$ cat src/rtl/sg2d_pkg.sv
// ----------------------------------------------------------------------------
// sg2d_pkg
// Shared types, constants and the weight table for the five-point
// Savitzky-Golay second-derivative unit.
// ----------------------------------------------------------------------------
package sg2d_pkg;

    localparam int SG2D_TAPS       = 5;
    localparam int SG2D_MAX_POINTS = 4096;
    localparam int SG2D_CNT_W      = $clog2(SG2D_MAX_POINTS + 1);
    localparam int SG2D_POS_W      = 12;
    localparam int SG2D_IDX_W      = 3;
    localparam int SG2D_SAMPLE_W   = 32;
    localparam int SG2D_SCALE_W    = 32;
    localparam int SG2D_RESULT_W   = 64;
    localparam int SG2D_WEIGHT_W   = 6;

    // Row that holds the centred kernel
    localparam logic [SG2D_IDX_W-1:0] SG2D_ROW_CENTER = 3'd2;
    localparam logic [SG2D_IDX_W-1:0] SG2D_ROW_LAST   = 3'd4;
    localparam logic [SG2D_IDX_W-1:0] SG2D_TAP_LAST   = 3'd4;

    // Weights times 14; row = endpoint-matrix column, oldest sample first
    localparam logic signed [SG2D_WEIGHT_W-1:0] SG2D_WEIGHTS [SG2D_TAPS][SG2D_TAPS] = '{
        '{ 6'sd18, -6'sd30, -6'sd4,  6'sd26, -6'sd10},
        '{ 6'sd11, -6'sd16, -6'sd4,  6'sd12, -6'sd3 },
        '{ 6'sd4,  -6'sd2,  -6'sd4, -6'sd2,   6'sd4 },
        '{-6'sd3,   6'sd12, -6'sd4, -6'sd16,  6'sd11},
        '{-6'sd10,  6'sd26, -6'sd4, -6'sd30,  6'sd18}
    };

    typedef enum logic [2:0] {
        MAC_IDLE,
        MAC_TAP_FIRST,
        MAC_TAP_ACC,
        MAC_ABS,
        MAC_LO,
        MAC_HI
    } sg2d_mac_op_t;

    typedef enum logic [2:0] {
        S_IDLE,
        S_TAP,
        S_ABS,
        S_LO,
        S_HI,
        S_ERR
    } sg2d_state_t;

    typedef struct packed {
        sg2d_mac_op_t            op;
        logic [SG2D_IDX_W-1:0]   tap;
        logic                    emit;
        logic                    error;
        logic                    last_res;
        logic [SG2D_POS_W-1:0]   pos;
        logic                    clear;
    } sg2d_ctrl_t;

    function automatic logic signed [SG2D_WEIGHT_W-1:0] sg2d_weight(
        input logic [SG2D_IDX_W-1:0] row,
        input logic [SG2D_IDX_W-1:0] tap
    );
        logic signed [SG2D_WEIGHT_W-1:0] w;
        w = '0;
        if (row <= SG2D_ROW_LAST && tap <= SG2D_TAP_LAST)
        begin
            w = SG2D_WEIGHTS[row][tap];
        end
        return w;
    endfunction

endpackage

$ cat src/rtl/sg2d_seq.sv
// ----------------------------------------------------------------------------
// sg2d_seq
// Sequencer: counts samples, picks the kernel rows each item needs and steps
// the shared MAC through taps, magnitude and scaling for each result.
// ----------------------------------------------------------------------------
module sg2d_seq
    import sg2d_pkg::*;
(
    input  logic                   clk,
    input  logic                   rst_n,
    input  logic                   sample_valid,
    input  logic                   last_sample,
    input  logic                   out_free,
    output logic                   sample_ready,
    output logic [SG2D_IDX_W-1:0]  row,
    output sg2d_ctrl_t             ctrl
);

    sg2d_state_t             state_reg, state_next;
    logic [SG2D_CNT_W-1:0]   count_reg, count_next;
    logic [SG2D_IDX_W-1:0]   row_reg,   row_next;
    logic [SG2D_IDX_W-1:0]   tap_reg,   tap_next;
    logic                    last_reg,  last_next;
    logic [SG2D_CNT_W-1:0]   count_inc;
    logic [SG2D_CNT_W-1:0]   pos_full;

    assign count_inc = (count_reg == SG2D_CNT_W'(SG2D_MAX_POINTS)) ? count_reg
                                                                   : count_reg + 1'b1;
    // Position is count - 5 + row for every row
    assign pos_full  = count_reg - SG2D_CNT_W'(SG2D_TAPS) + SG2D_CNT_W'(row_reg);
    assign row       = row_reg;

    always_ff @(posedge clk or negedge rst_n)
    begin
        if (!rst_n)
        begin
            state_reg <= S_IDLE;
            count_reg <= '0;
            row_reg   <= '0;
            tap_reg   <= '0;
            last_reg  <= 1'b0;
        end
        else
        begin
            state_reg <= state_next;
            count_reg <= count_next;
            row_reg   <= row_next;
            tap_reg   <= tap_next;
            last_reg  <= last_next;
        end
    end

    always_comb
    begin
        state_next    = state_reg;
        count_next    = count_reg;
        row_next      = row_reg;
        tap_next      = tap_reg;
        last_next     = last_reg;
        sample_ready  = 1'b0;
        ctrl          = '0;
        ctrl.op       = MAC_IDLE;
        ctrl.tap      = tap_reg;
        ctrl.pos      = pos_full[SG2D_POS_W-1:0];

        unique case (state_reg)
            S_IDLE:
            begin
                sample_ready = 1'b1;
                if (sample_valid)
                begin
                    count_next = count_inc;
                    last_next  = last_sample;
                    tap_next   = '0;
                    if (count_inc >= SG2D_CNT_W'(SG2D_TAPS))
                    begin
                        row_next   = (count_inc == SG2D_CNT_W'(SG2D_TAPS)) ? '0
                                                                            : SG2D_ROW_CENTER;
                        state_next = S_TAP;
                    end
                    else if (last_sample)
                    begin
                        state_next = S_ERR;
                    end
                end
            end
            S_TAP:
            begin
                ctrl.op  = (tap_reg == '0) ? MAC_TAP_FIRST : MAC_TAP_ACC;
                tap_next = tap_reg + 1'b1;
                if (tap_reg == SG2D_TAP_LAST)
                begin
                    state_next = S_ABS;
                end
            end
            S_ABS:
            begin
                ctrl.op    = MAC_ABS;
                state_next = S_LO;
            end
            S_LO:
            begin
                ctrl.op    = MAC_LO;
                state_next = S_HI;
            end
            S_HI:
            begin
                ctrl.op = MAC_HI;
                if (out_free)
                begin
                    ctrl.emit     = 1'b1;
                    ctrl.last_res = last_reg && (row_reg == SG2D_ROW_LAST);
                    tap_next      = '0;
                    if (row_reg < SG2D_ROW_CENTER ||
                        (last_reg && row_reg != SG2D_ROW_LAST))
                    begin
                        row_next   = row_reg + 1'b1;
                        state_next = S_TAP;
                    end
                    else
                    begin
                        state_next = S_IDLE;
                        if (last_reg)
                        begin
                            ctrl.clear = 1'b1;
                            count_next = '0;
                        end
                    end
                end
            end
            S_ERR:
            begin
                ctrl.pos = '0;
                if (out_free)
                begin
                    ctrl.emit     = 1'b1;
                    ctrl.error    = 1'b1;
                    ctrl.last_res = 1'b1;
                    ctrl.clear    = 1'b1;
                    count_next    = '0;
                    state_next    = S_IDLE;
                end
            end
            default:
            begin
                state_next = S_IDLE;
            end
        endcase
    end

endmodule

$ cat config.mk
export PLATFORM = sky130hd
export DESIGN_NAME = sg2d_seq
export DESIGN_NICKNAME = d
export VERILOG_FILES = /design/src/rtl/sg2d_pkg.sv /design/src/rtl/sg2d_seq.sv
export SDC_FILE = /design/constraint.sdc
export NUM_CORES = 1
export LEC_CHECK = 0
export ABC_CLOCK_PERIOD_IN_PS = 3700
export BUFFER_PORTS_ARGS = -buffer_cell sky130_fd_sc_hd__buf_2
export CAP_MARGIN = 5
export CORE_ASPECT_RATIO = 2
export CORE_UTILIZATION = 28
export CTS_CLUSTER_DIAMETER = 200
export CTS_CLUSTER_SIZE = 24
export DETAILED_ROUTE_END_ITERATION = 8
export PLACE_DENSITY = 0.54
export SLEW_MARGIN = 40
export SYNTH_ARGS = -nofsm -noshare
export SYNTH_HDL_FRONTEND = slang
export SYNTH_SLANG_ARGS = --single-unit
$ cat constraint.sdc
create_clock -name clk -period 3.7 [get_ports clk]
set_clock_uncertainty 0.05 [all_clocks]
set_input_delay 0.185 -clock clk [delete_from_list [all_inputs] [get_ports clk]]
set_output_delay 0.185 -clock clk [all_outputs]
set_load 0.02 [all_outputs]
==> reports/qor.csv, run 1 <==
metric,value,unit
finalCritPeriodShare,90.29,%
ant_nets,0,
worstReg2RegEnd,state_reg[0]$_DFFE_PN0P_,
cts_buffers,3,
grt_pass1_wl,10760,um
fin_crit,3.341,ns
core,0.008351,sq mm
clkSinkCount,23,
final_common_cell,nor2_1,
peakVddDrop,0.3894,mV
slew_viol_final,0,
area_delta_synth_final,13.36,%
routed-via-count,2272,
drt-initial-drc-count,123,
hold_ws,0.1246,ns
async_reset_ff_share,100.0,%
yosys-top-cells-area,"dfrtp_1 24%, ha_1 16%, xnor2_1 5.1%",
routed_wl,6642,um
r2r_cells,7,
cts_setup_buffers,0,
whs_path_depth,3,
ys_warn_count,0,
syn_inst,304,
fin_nets,367,
dpl.hpwl,5161,um
multi_input_area,0.001704,sq mm
fmax,299.3,MHz
crit_type,flop to output pin,
crit_arrival,3.11,ns
rrSetupSlack,1.06,ns
cp-start-kind,flop,
setup_viol,0,
portBuffers,30,
start_util,29.05,%
syn_nets,341,
cts_resized,0,
synth_top_area_cell,dfrtp_1,
seq_area,575.6,sq um
synth_area_per_cell,7.981,sq um
slew_headroom,55.48,%
clockBufferDepth,2,
syn_area,0.002426,sq mm
rsz0062_at_grt,no,
path_clk_slew,0.07,ns
largest_reg_flops,13,
drive_above_1_share,13.07,%
grt_max_degree,24,
grt_usage,15.74,%
min_to,last_reg$_DFFE_PN0P_,
synth_edf_count,0,
fp.dieH,133.6,um
cts_tree,built,
cts.htree.levels,1,
worst_pin_slew,0.6628,ns
final_cell_mix,"32 x nor2_1, 31 x ha_1, 30 x buf_2, 24 x nand2_1",
hold_viol,0,
setup_tns,0,ns
grt-ovfl-total,0,
end_kind,output pin,
ys_seq_elements,23,
p_leak,0.001313,uW
first_pass_iters,4,
cp_max_fo,12,
startpoint,count_reg[2]$_DFFE_PN0P_,
yosysSeqAreaShare,23.72,%
ios,31,
vias_per_cell,5.321,
grt_pass1_vias,2271,
gp_congestion,0.7931,
ys_types,53,
synth_top_flop_cell,dfrtp_1,
drc,0,
maxCapViolCount,0,
synth_top_area_share,23.72,%
worst_ep_required_time,3.46,ns
die_area,0.009063,sq mm
power_density,836.4,mW/mm^2
status,completed,
n_fill_cell,912,
worstSkewPairLatency,0.26,ns
cts-root-buf,clkbuf_16,
hp-class,input pin to flop,
die_x,67.82,um
rr_startpoint,count_reg[1]$_DFFE_PN0P_,
min_from,last_sample,
antenna_found_initial,0,
routedWlPerCell,15.56,um
insertedDiodeCount,0,
num_rows,47,
==> logic make-up (layout without fill, tap and decap cells) <==
group	Yosys count	after routing	share of synthesized area, %
AOI/OAI and AO/OA	78	78	21.82
xor gates and xnor gates	14	14	5.054
adders and majority gates	32	32	16.81
buffers and inverters	36	61	6.034
DFF	23	23	23.72
muxes	4	4	1.702
and+or+nand+nor	117	117	24.86
==> power breakdown <==
| group | internal, uW | switching [uW] | total (uW) |
|---|---|---|---|
| clock network | 148 | 99.3 | 247 |
| logic | 655 | 971 | 1630 |
| registers | 308 | 119 | 428 |
==> final cells by class <==
cell class	instances	share of cell area, %
Clock buffer	4	2.866
Tap cell	98	4.459
Multi-Input combinational cell	245	61.97
Sequential cell	23	20.93
Inverter	23	3.139
Timing Repair Buffer	34	6.642
==> how the worst max path moves through the flow <==
stage	to	slack (ns)	depth (start not counted)
finish	ctrl[11]	0.36	9
global route	ctrl[11]	0.21	9
CTS	ctrl[11]	0.34	9
detailed placement	ctrl[11]	0.63	9
global placement	ctrl[11]	0.65	9
floorplan	ctrl[11]	0.67	8
==> cell usage after synthesis, types with 4 or more instances <==
cell type   n
nor2_1     32
and2_1     10
nand4_1     4
o21ai_0    17
nor3_1      4
nand2_1    24
a21oi_1    18
dfrtp_1    23
o21bai_1    4
xnor2_1    14
nor2b_1     5
clkbuf_1    8
nand3_1    11
inv_1      23
ha_1       31
o21ai_1    10
a21o_1      4
nand2b_1    7
and3_1      7
==> critical path: stages, from the launching register on <==
cell and delay [ns]:
dfrtp_1 0.54, ha_1 0.33, ha_1 0.30, a21o_1 0.16
a21o_1 0.20, a211o_1 0.34, a2111o_1 0.40, a21oi_1 0.18
mux2i_1 0.20, buf_2 0.18
==> stage by stage <==
step	cells	setup WS, ns	utilization [%]	cell area (sq um)	power, uW
6_report	427	0.3594	32.93	2750	2300
5_1_grt	427	0.2126	32.93	2750	2507
4_1_cts	427	0.3402	32.93	2750	2330
3_5_place_dp	422	0.6275	31.87	2661	2072
3_3_place_gp	422	0.6476	31.87	2661	2055
2_1_floorplan	304	0.6748	-	2426	1598
==> timing repair <==
action,in CTS,in global routing
endpoints found under the hold margin,23,0
endpoints found under the setup margin,0,0
hold buffers,1,0
==> per-layer routing <==
metal | vias up | wire (um) | share of wire (%) | GRT usage [%]
met2 | 43 | 3728 | 56 | 30.47
met1 | 1089 | 2461 | 37 | 15.39
li1 | 1122 | - | - | -
met4 | 0 | 323 | 4.9 | 8.681
met5 | - | 0 | 0 | 0
met3 | 18 | 130 | 2.0 | 0.7705
Note: power is estimated with default switching activity, not from simulation.
==> run 2, diff against run 1 <==
Settings changed: BUFFER_PORTS_ARGS -buffer_cell sky130_fd_sc_hd__buf_2 to not set, DONT_BUFFER_PORTS set to 1, GPL_ROUTABILITY_DRIVEN set to 0, PLACE_DENSITY 0.54 to 0.5, SLEW_MARGIN 40 to not set.
==> reports/qor.csv, run 2 (synthesis gave the netlist of run 1 again) <==
metric,value,unit,change
r2r_cells,7,,unchanged
final_common_cell,nor2_1,,
grt_pass1_wl,10740,um,-0.20%
rsz0062_at_grt,no,,
grt_usage,15.73,%,about the same
maxCapViolCount,0,,unchanged
min_from,last_sample,,
drc,0,,unchanged
setup_viol,0,,unchanged
worstSkewPairLatency,0.26,ns,about the same
power_density,806.8,mW/mm^2,-3.5%
insertedDiodeCount,0,,unchanged
slew_viol_final,0,,unchanged
rr_startpoint,count_reg[0]$_DFFE_PN0P_,,
worst_ep_required_time,3.46,ns,about the same
vias_per_cell,5.384,,+1.2%
drt-initial-drc-count,62,,-50%
portBuffers,0,,-100%
grt-ovfl-total,0,,unchanged
cts_resized,0,,unchanged
crit_type,flop to output pin,,
cts-root-buf,clkbuf_16,,
ant_nets,0,,unchanged
dpl.hpwl,4990,um,-3.3%
drive_above_1_share,5.611,%,-7.5 points
rrSetupSlack,1.10,ns,+0.04 ns
worst_pin_slew,0.9351,ns,+0.2724 ns
cp-start-kind,flop,,
num_rows,47,,unchanged
path_clk_slew,0.06,ns,about the same
first_pass_iters,4,,unchanged
p_leak,0.001206,uW,-8.1%
start_util,29.05,%,unchanged
final_cell_mix,"32 x nor2_1, 31 x ha_1, 24 x nand2_1, 23 x inv_1, 23 x dfrtp_1",,
worstReg2RegEnd,state_reg[0]$_DFFE_PN0P_,,
fp.dieH,133.6,um,unchanged
grt_max_degree,24,,unchanged
slew_headroom,37.32,%,-18 points
die_x,67.82,um,unchanged
min_to,state_reg[2]$_DFFE_PN0P_,,
grt_pass1_vias,2229,,-1.8%
cts_buffers,3,,unchanged
sw_frac_of_total,53.89,%,+2.2 points
crit_arrival,3.19,ns,+0.08 ns
clkSinkCount,23,,unchanged
routed_wl,6589,um,-0.80%
antenna_found_initial,0,,unchanged
status,completed,,
hold_viol,0,,unchanged
pwr-share-seq,19.6,%,+1.0 points
n_fill_cell,940,,+3.1%
routed-via-count,2159,,-5.0%
power.internal,985.7,uW,-11%
die_area,0.009063,sq mm,unchanged
routedWlPerCell,16.43,um,+5.6%
hold_ws,0.04178,ns,-0.08283 ns
fin_crit,3.421,ns,+0.08004 ns
peakVddDrop,0.3317,mV,-15%
largest_reg_flops,13,,unchanged
fmax,292.3,MHz,-2.3%
cp_max_fo,5,,-7
setup_tns,0,ns,unchanged
core,0.008351,sq mm,unchanged
area_delta_synth_final,9.231,%,
ios,31,,unchanged
end_kind,output pin,,
whs_path_depth,1,,-2
combPwrFrac,68.9,%,-1.8 points
finalCritPeriodShare,92.45,%,+2.2 points
cts.htree.levels,1,,unchanged
fin_nets,341,,-7.1%
hp-class,input pin to flop,,
clockBufferDepth,2,,unchanged
switchingPower,1152,uW,-3.1%
p_clk_share,11.4,%,+0.7 points
cts_tree,built,,
==> run 2: cell count changes in the layout (fill, tap and decap cells not counted) <==
cell           change
dlygate4sd3_1      +1
nor3_1             -1
buf_4              +2
buf_12             +1
nor3_2             +1
buf_2             -30
==> run 2: routing by layer <==
metal	up-vias	GRT usage, %	part of all wire, %
li1	1073	-	-
met1	1043	16.57	39
met5	-	0	0
met2	37	30.64	57
met3	6	1.199	2.1
met4	0	5.093	1.5
==> run 2: worst max path at each step <==
stage / from / to / slack [ns]
after floorplan: row[2]$_DFFE_PN0P_ / ctrl[11] / 0.67
after global placement: row[1]$_DFFE_PN0P_ / ctrl[10] / 0.61
after detailed placement: row[1]$_DFFE_PN0P_ / ctrl[10] / 0.57
after CTS: row[1]$_DFFE_PN0P_ / ctrl[10] / 0.27
after global routing: row[1]$_DFFE_PN0P_ / ctrl[10] / 0.01
final: row[1]$_DFFE_PN0P_ / ctrl[10] / 0.28
==> run 2: cell type report <==
cell class | count | area [sq um] | area share, %
multi-input cells | 245 | 1709 | 64.49
flip-flops and latches | 23 | 575.6 | 21.72
well taps | 98 | 122.6 | 4.627
inverters | 23 | 86.33 | 3.258
clock buffers | 4 | 78.83 | 2.975
repair buffers | 8 | 77.57 | 2.927
==> run 2: critical path, cell delays in order, from the launching register on <==
cell and delay (ns):
dfrtp_1 0.51, inv_1 0.11, ha_1 0.30, inv_1 0.04, ha_1 0.22, fa_1 0.41
a21o_1 0.19, a21oi_1 0.38, o211ai_1 0.16, a21oi_1 0.21, xnor2_1 0.08, nor2_1 0.31
==> run 2: metrics by stage <==
stage	instance area, sq um	utilization (%)	worst slack [ns]	power, uW	instances
after floorplan	2426	-	0.6748	1598	304
after global placement	2531	30.31	0.6091	1885	394
after detailed placement	2531	30.31	0.5742	1896	394
after CTS	2650	31.74	0.2746	2166	401
after global routing	2650	31.74	0.01460	2326	401
final	2650	31.74	0.2794	2138	401
==> run 2: power groups by stage <==
stage | clock network [uW] | registers [uW] | logic (uW)
global route | 260 | 432 | 1630
CTS | 257 | 421 | 1490
global placement | 0 | 426 | 1460
detailed placement | 0 | 426 | 1470
finish | 244 | 420 | 1470
floorplan | 0 | 394 | 1200
==> run 2: what timing repair did <==
| action | CTS | global route |
|---|---|---|
| hold endpoints to repair | 24 | 0 |
| hold buffers | 3 | 0 |
| setup buffers | 0 | 0 |
| setup endpoints to repair | 0 | 0 |
==> run 3, diff against run 2 <==
--- a/config.mk
+++ b/config.mk
@@ -7,2 +7,3 @@
 export LEC_CHECK = 0
+export ABC_AREA = 1
 export ABC_CLOCK_PERIOD_IN_PS = 3700
@@ -15,3 +16,3 @@
 export DONT_BUFFER_PORTS = 1
-export GPL_ROUTABILITY_DRIVEN = 0
+export GPL_ROUTABILITY_DRIVEN = 1
 export PLACE_DENSITY = 0.5
==> constraint.sdc (replaced) <==
create_clock -name clk -period 3.7 [get_ports clk]
set_clock_uncertainty 0.05 [all_clocks]
set_input_delay 0.74 -clock clk [delete_from_list [all_inputs] [get_ports clk]]
set_output_delay 0.74 -clock clk [all_outputs]
set_load 0.02 [all_outputs]
==> reports/qor.csv, run 3 <==
metric,value,unit,change
seq_area,575.6,sq um,unchanged
setup_viol,0,,unchanged
async_reset_ff_share,100.0,%,unchanged
power,2131,uW,-0.35%
fin_crit,3.432,ns,+0.01090 ns
dpl.cell_count,422,,+7.1%
grt_max_degree,24,,unchanged
multi_input_area,0.001608,sq mm,-5.9%
ios,31,,unchanged
cp-start-kind,flop,,
finalCritPeriodShare,92.74,%,+0.29 points
grt_pass1_wl,10670,um,-0.64%
fp.dieH,133.0,um,-0.49%
final_common_cell,nand2_1,,
yosysMostFrequentCell,nand2_1,,
power_density,817.1,mW/mm^2,+1.3%
grt_pass1_vias,2177,,-2.3%
worst_pin_slew,0.6491,ns,-0.2861 ns
vias_per_cell,5.023,,-6.7%
drc,0,,unchanged
hp-class,input pin to async pin,,
cts_setup_buffers,0,,unchanged
n_fill_cell,901,,-4.1%
end_kind,output pin,,
path_clk_slew,0.07,ns,about the same
r2r_cells,8,,+1
synth_common_cells,"76 x nand2_1, 41 x inv_1, 31 x ha_1",,
ant_nets,0,,unchanged
syn_inst,324,,+6.6%
synth_top_flop_cell,dfrtp_1,,
grt-ovfl-total,0,,unchanged
finalNonFillerCells,426,,+6.2%
drt-initial-drc-count,42,,-32%
syn_nets,361,,+5.9%
switchingPower,1242,uW,+7.8%
slew_headroom,56.62,%,+19 points
worstSkewPairLatency,0.27,ns,about the same
worstReg2RegEnd,count_reg[4]$_DFFE_PN0P_,,
antenna_found_initial,0,,unchanged
maxCapViolCount,0,,unchanged
crit_type,flop to output pin,,
cts_buffers,3,,unchanged
synth_top_area_cell,dfrtp_1,,
hold_viol,0,,unchanged
power.internal,888.9,uW,-9.8%
p_clk_share,11.6,%,+0.2 points
fin_area,0.002608,sq mm,-1.6%
peakVddDrop,0.4529,mV,+37%
rrSetupSlack,1.57,ns,+0.47 ns
routed-via-count,2140,,-0.88%
worst_ep_required_time,2.91,ns,-0.55 ns
die_area,0.008976,sq mm,-0.96%
area_delta_synth_final,8.542,%,
ys_types,38,,-28%
start_util,28.97,%,-0.081 points
portBuffers,0,,unchanged
pwr-share-seq,19.4,%,-0.2 points
setup_tns,0,ns,unchanged
routedWlPerCell,15.57,um,-5.2%
sw_frac_of_total,58.28,%,+4.4 points
fin_nets,366,,+7.3%
yosys-top-cells-area,"dfrtp_1 24%, ha_1 16%, nand2_1 12%",,
clkSinkCount,23,,unchanged
fmax,291.4,MHz,-0.32%
combPwrFrac,69.0,%,about the same
routed_wl,6634,um,+0.68%
first_pass_iters,4,,unchanged
ys_seq_elements,23,,unchanged
ys_warn_count,0,,unchanged
slew_viol_final,0,,unchanged
synth_top_area_share,23.96,%,+0.23 points
status,completed,,
p_leak,0.001391,uW,+15%
final_cell_mix,"76 x nand2_1, 41 x inv_1, 31 x ha_1, 24 x nor2_1, 23 x dfrtp_1",,
grt_usage,16.23,%,+0.49 points
largest_reg_flops,13,,unchanged
place_area,0.002527,sq mm,-0.15%
synth_area_per_cell,7.415,sq um,-7.1%
final_util,31.45,%,-0.29 points
die_x,67.50,um,-0.48%
cts_resized,0,,unchanged
num_rows,47,,unchanged
core,0.008292,sq mm,-0.70%
cp_max_fo,7,,+2
insertedDiodeCount,0,,unchanged
clockBufferDepth,2,,unchanged
dpl.hpwl,5611,um,+12%
cts.htree.levels,1,,unchanged
cts_tree,built,,
cts-root-buf,clkbuf_16,,
gp_congestion,0.8186,,
crit_arrival,2.64,ns,-0.55 ns
rsz0062_at_grt,no,,
rr_startpoint,row[0]$_DFFE_PN0P_,,
cts_hold_buf,0,,-3
synth_edf_count,0,,unchanged
yosysSeqAreaShare,23.96,%,+0.23 points
syn_area,0.002402,sq mm,-0.98%
drive_above_1_share,15.55,%,+9.9 points
[run 3: changes by cell type after synthesis, sizes merged, moves of 8 or more]
cell | before | now
o21ai | 27 | 19
inv | 23 | 51
nand2 | 24 | 81
xnor2 | 14 | 2
and2 | 10 | 0
o22ai | 0 | 11
nand3 | 11 | 24
[run 3: final cells by class]
type | instances | share of cell area (%)
Clock buffer | 3 | 2.879
Clock inverter | 1 | 0.1919
Inverter | 51 | 7.342
Multi-Input combinational cell | 246 | 61.66
Sequential cell | 23 | 22.07
Tap cell | 98 | 4.703
Timing Repair Buffer | 4 | 1.152
[run 3: logic make-up after synthesis]
| kind of cell | share of synthesized area (%) |
|---|---|
| XOR/XNOR | 2.917 |
| AO/OA/AOI/OAI | 16.04 |
| buffers and inverters | 9.115 |
| AND/OR/NAND/NOR | 30.99 |
| adder cells (fa/ha/maj) | 16.98 |
| flip-flops | 23.96 |
[run 3: worst max-delay path by stage]
stage,start,to,slack [ns],depth (start not counted)
final,row[2]$_DFFE_PN0P_,ctrl[9],0.27,8
after detailed placement,row[0]$_DFFE_PN0P_,ctrl[10],0.58,8
after CTS,row[0]$_DFFE_PN0P_,ctrl[10],0.28,8
after global placement,row[0]$_DFFE_PN0P_,ctrl[10],0.61,8
after floorplan,row[1]$_DFFE_PN0P_,ctrl[10],0.71,8
after global routing,row[2]$_DFFE_PN0P_,ctrl[9],0.12,8
[run 3: worst max-delay path, stage by stage, from the launching register on]
cell	delay, ns
dfrtp_1	0.56
ha_1	0.30
ha_1	0.38
a21oi_1	0.11
o21ai_0	0.23
a21oi_1	0.10
o21bai_1	0.18
o21ai_0	0.09
a21oi_1	0.43
[run 3: power groups by stage]
stage | logic [uW] | clock network (uW) | registers, uW
after global routing | 1620 | 259 | 422
final | 1470 | 247 | 413
after detailed placement | 1480 | 0 | 420
after floorplan | 1190 | 0 | 400
after CTS | 1490 | 251 | 416
after global placement | 1480 | 0 | 418
[run 3: metrics by stage]
stage	setup WS [ns]	hold slack (ns)
4_1_cts	0.2832	0.1095
3_5_place_dp	0.5833	0.3950
2_1_floorplan	0.7064	0.3944
3_3_place_gp	0.6135	0.3951
6_report	0.2685	0.1098
5_1_grt	0.1167	0.1042
[run 3: metal layers]
layer	track usage [%]	share of wire, %	routed length [um]	up-vias
met3	1.379	2.0	135	19
met1	14.70	32	2153	1009
met5	0	0	0	-
li1	-	-	-	1071
met2	31.85	61	4031	41
met4	9.456	4.7	314	0
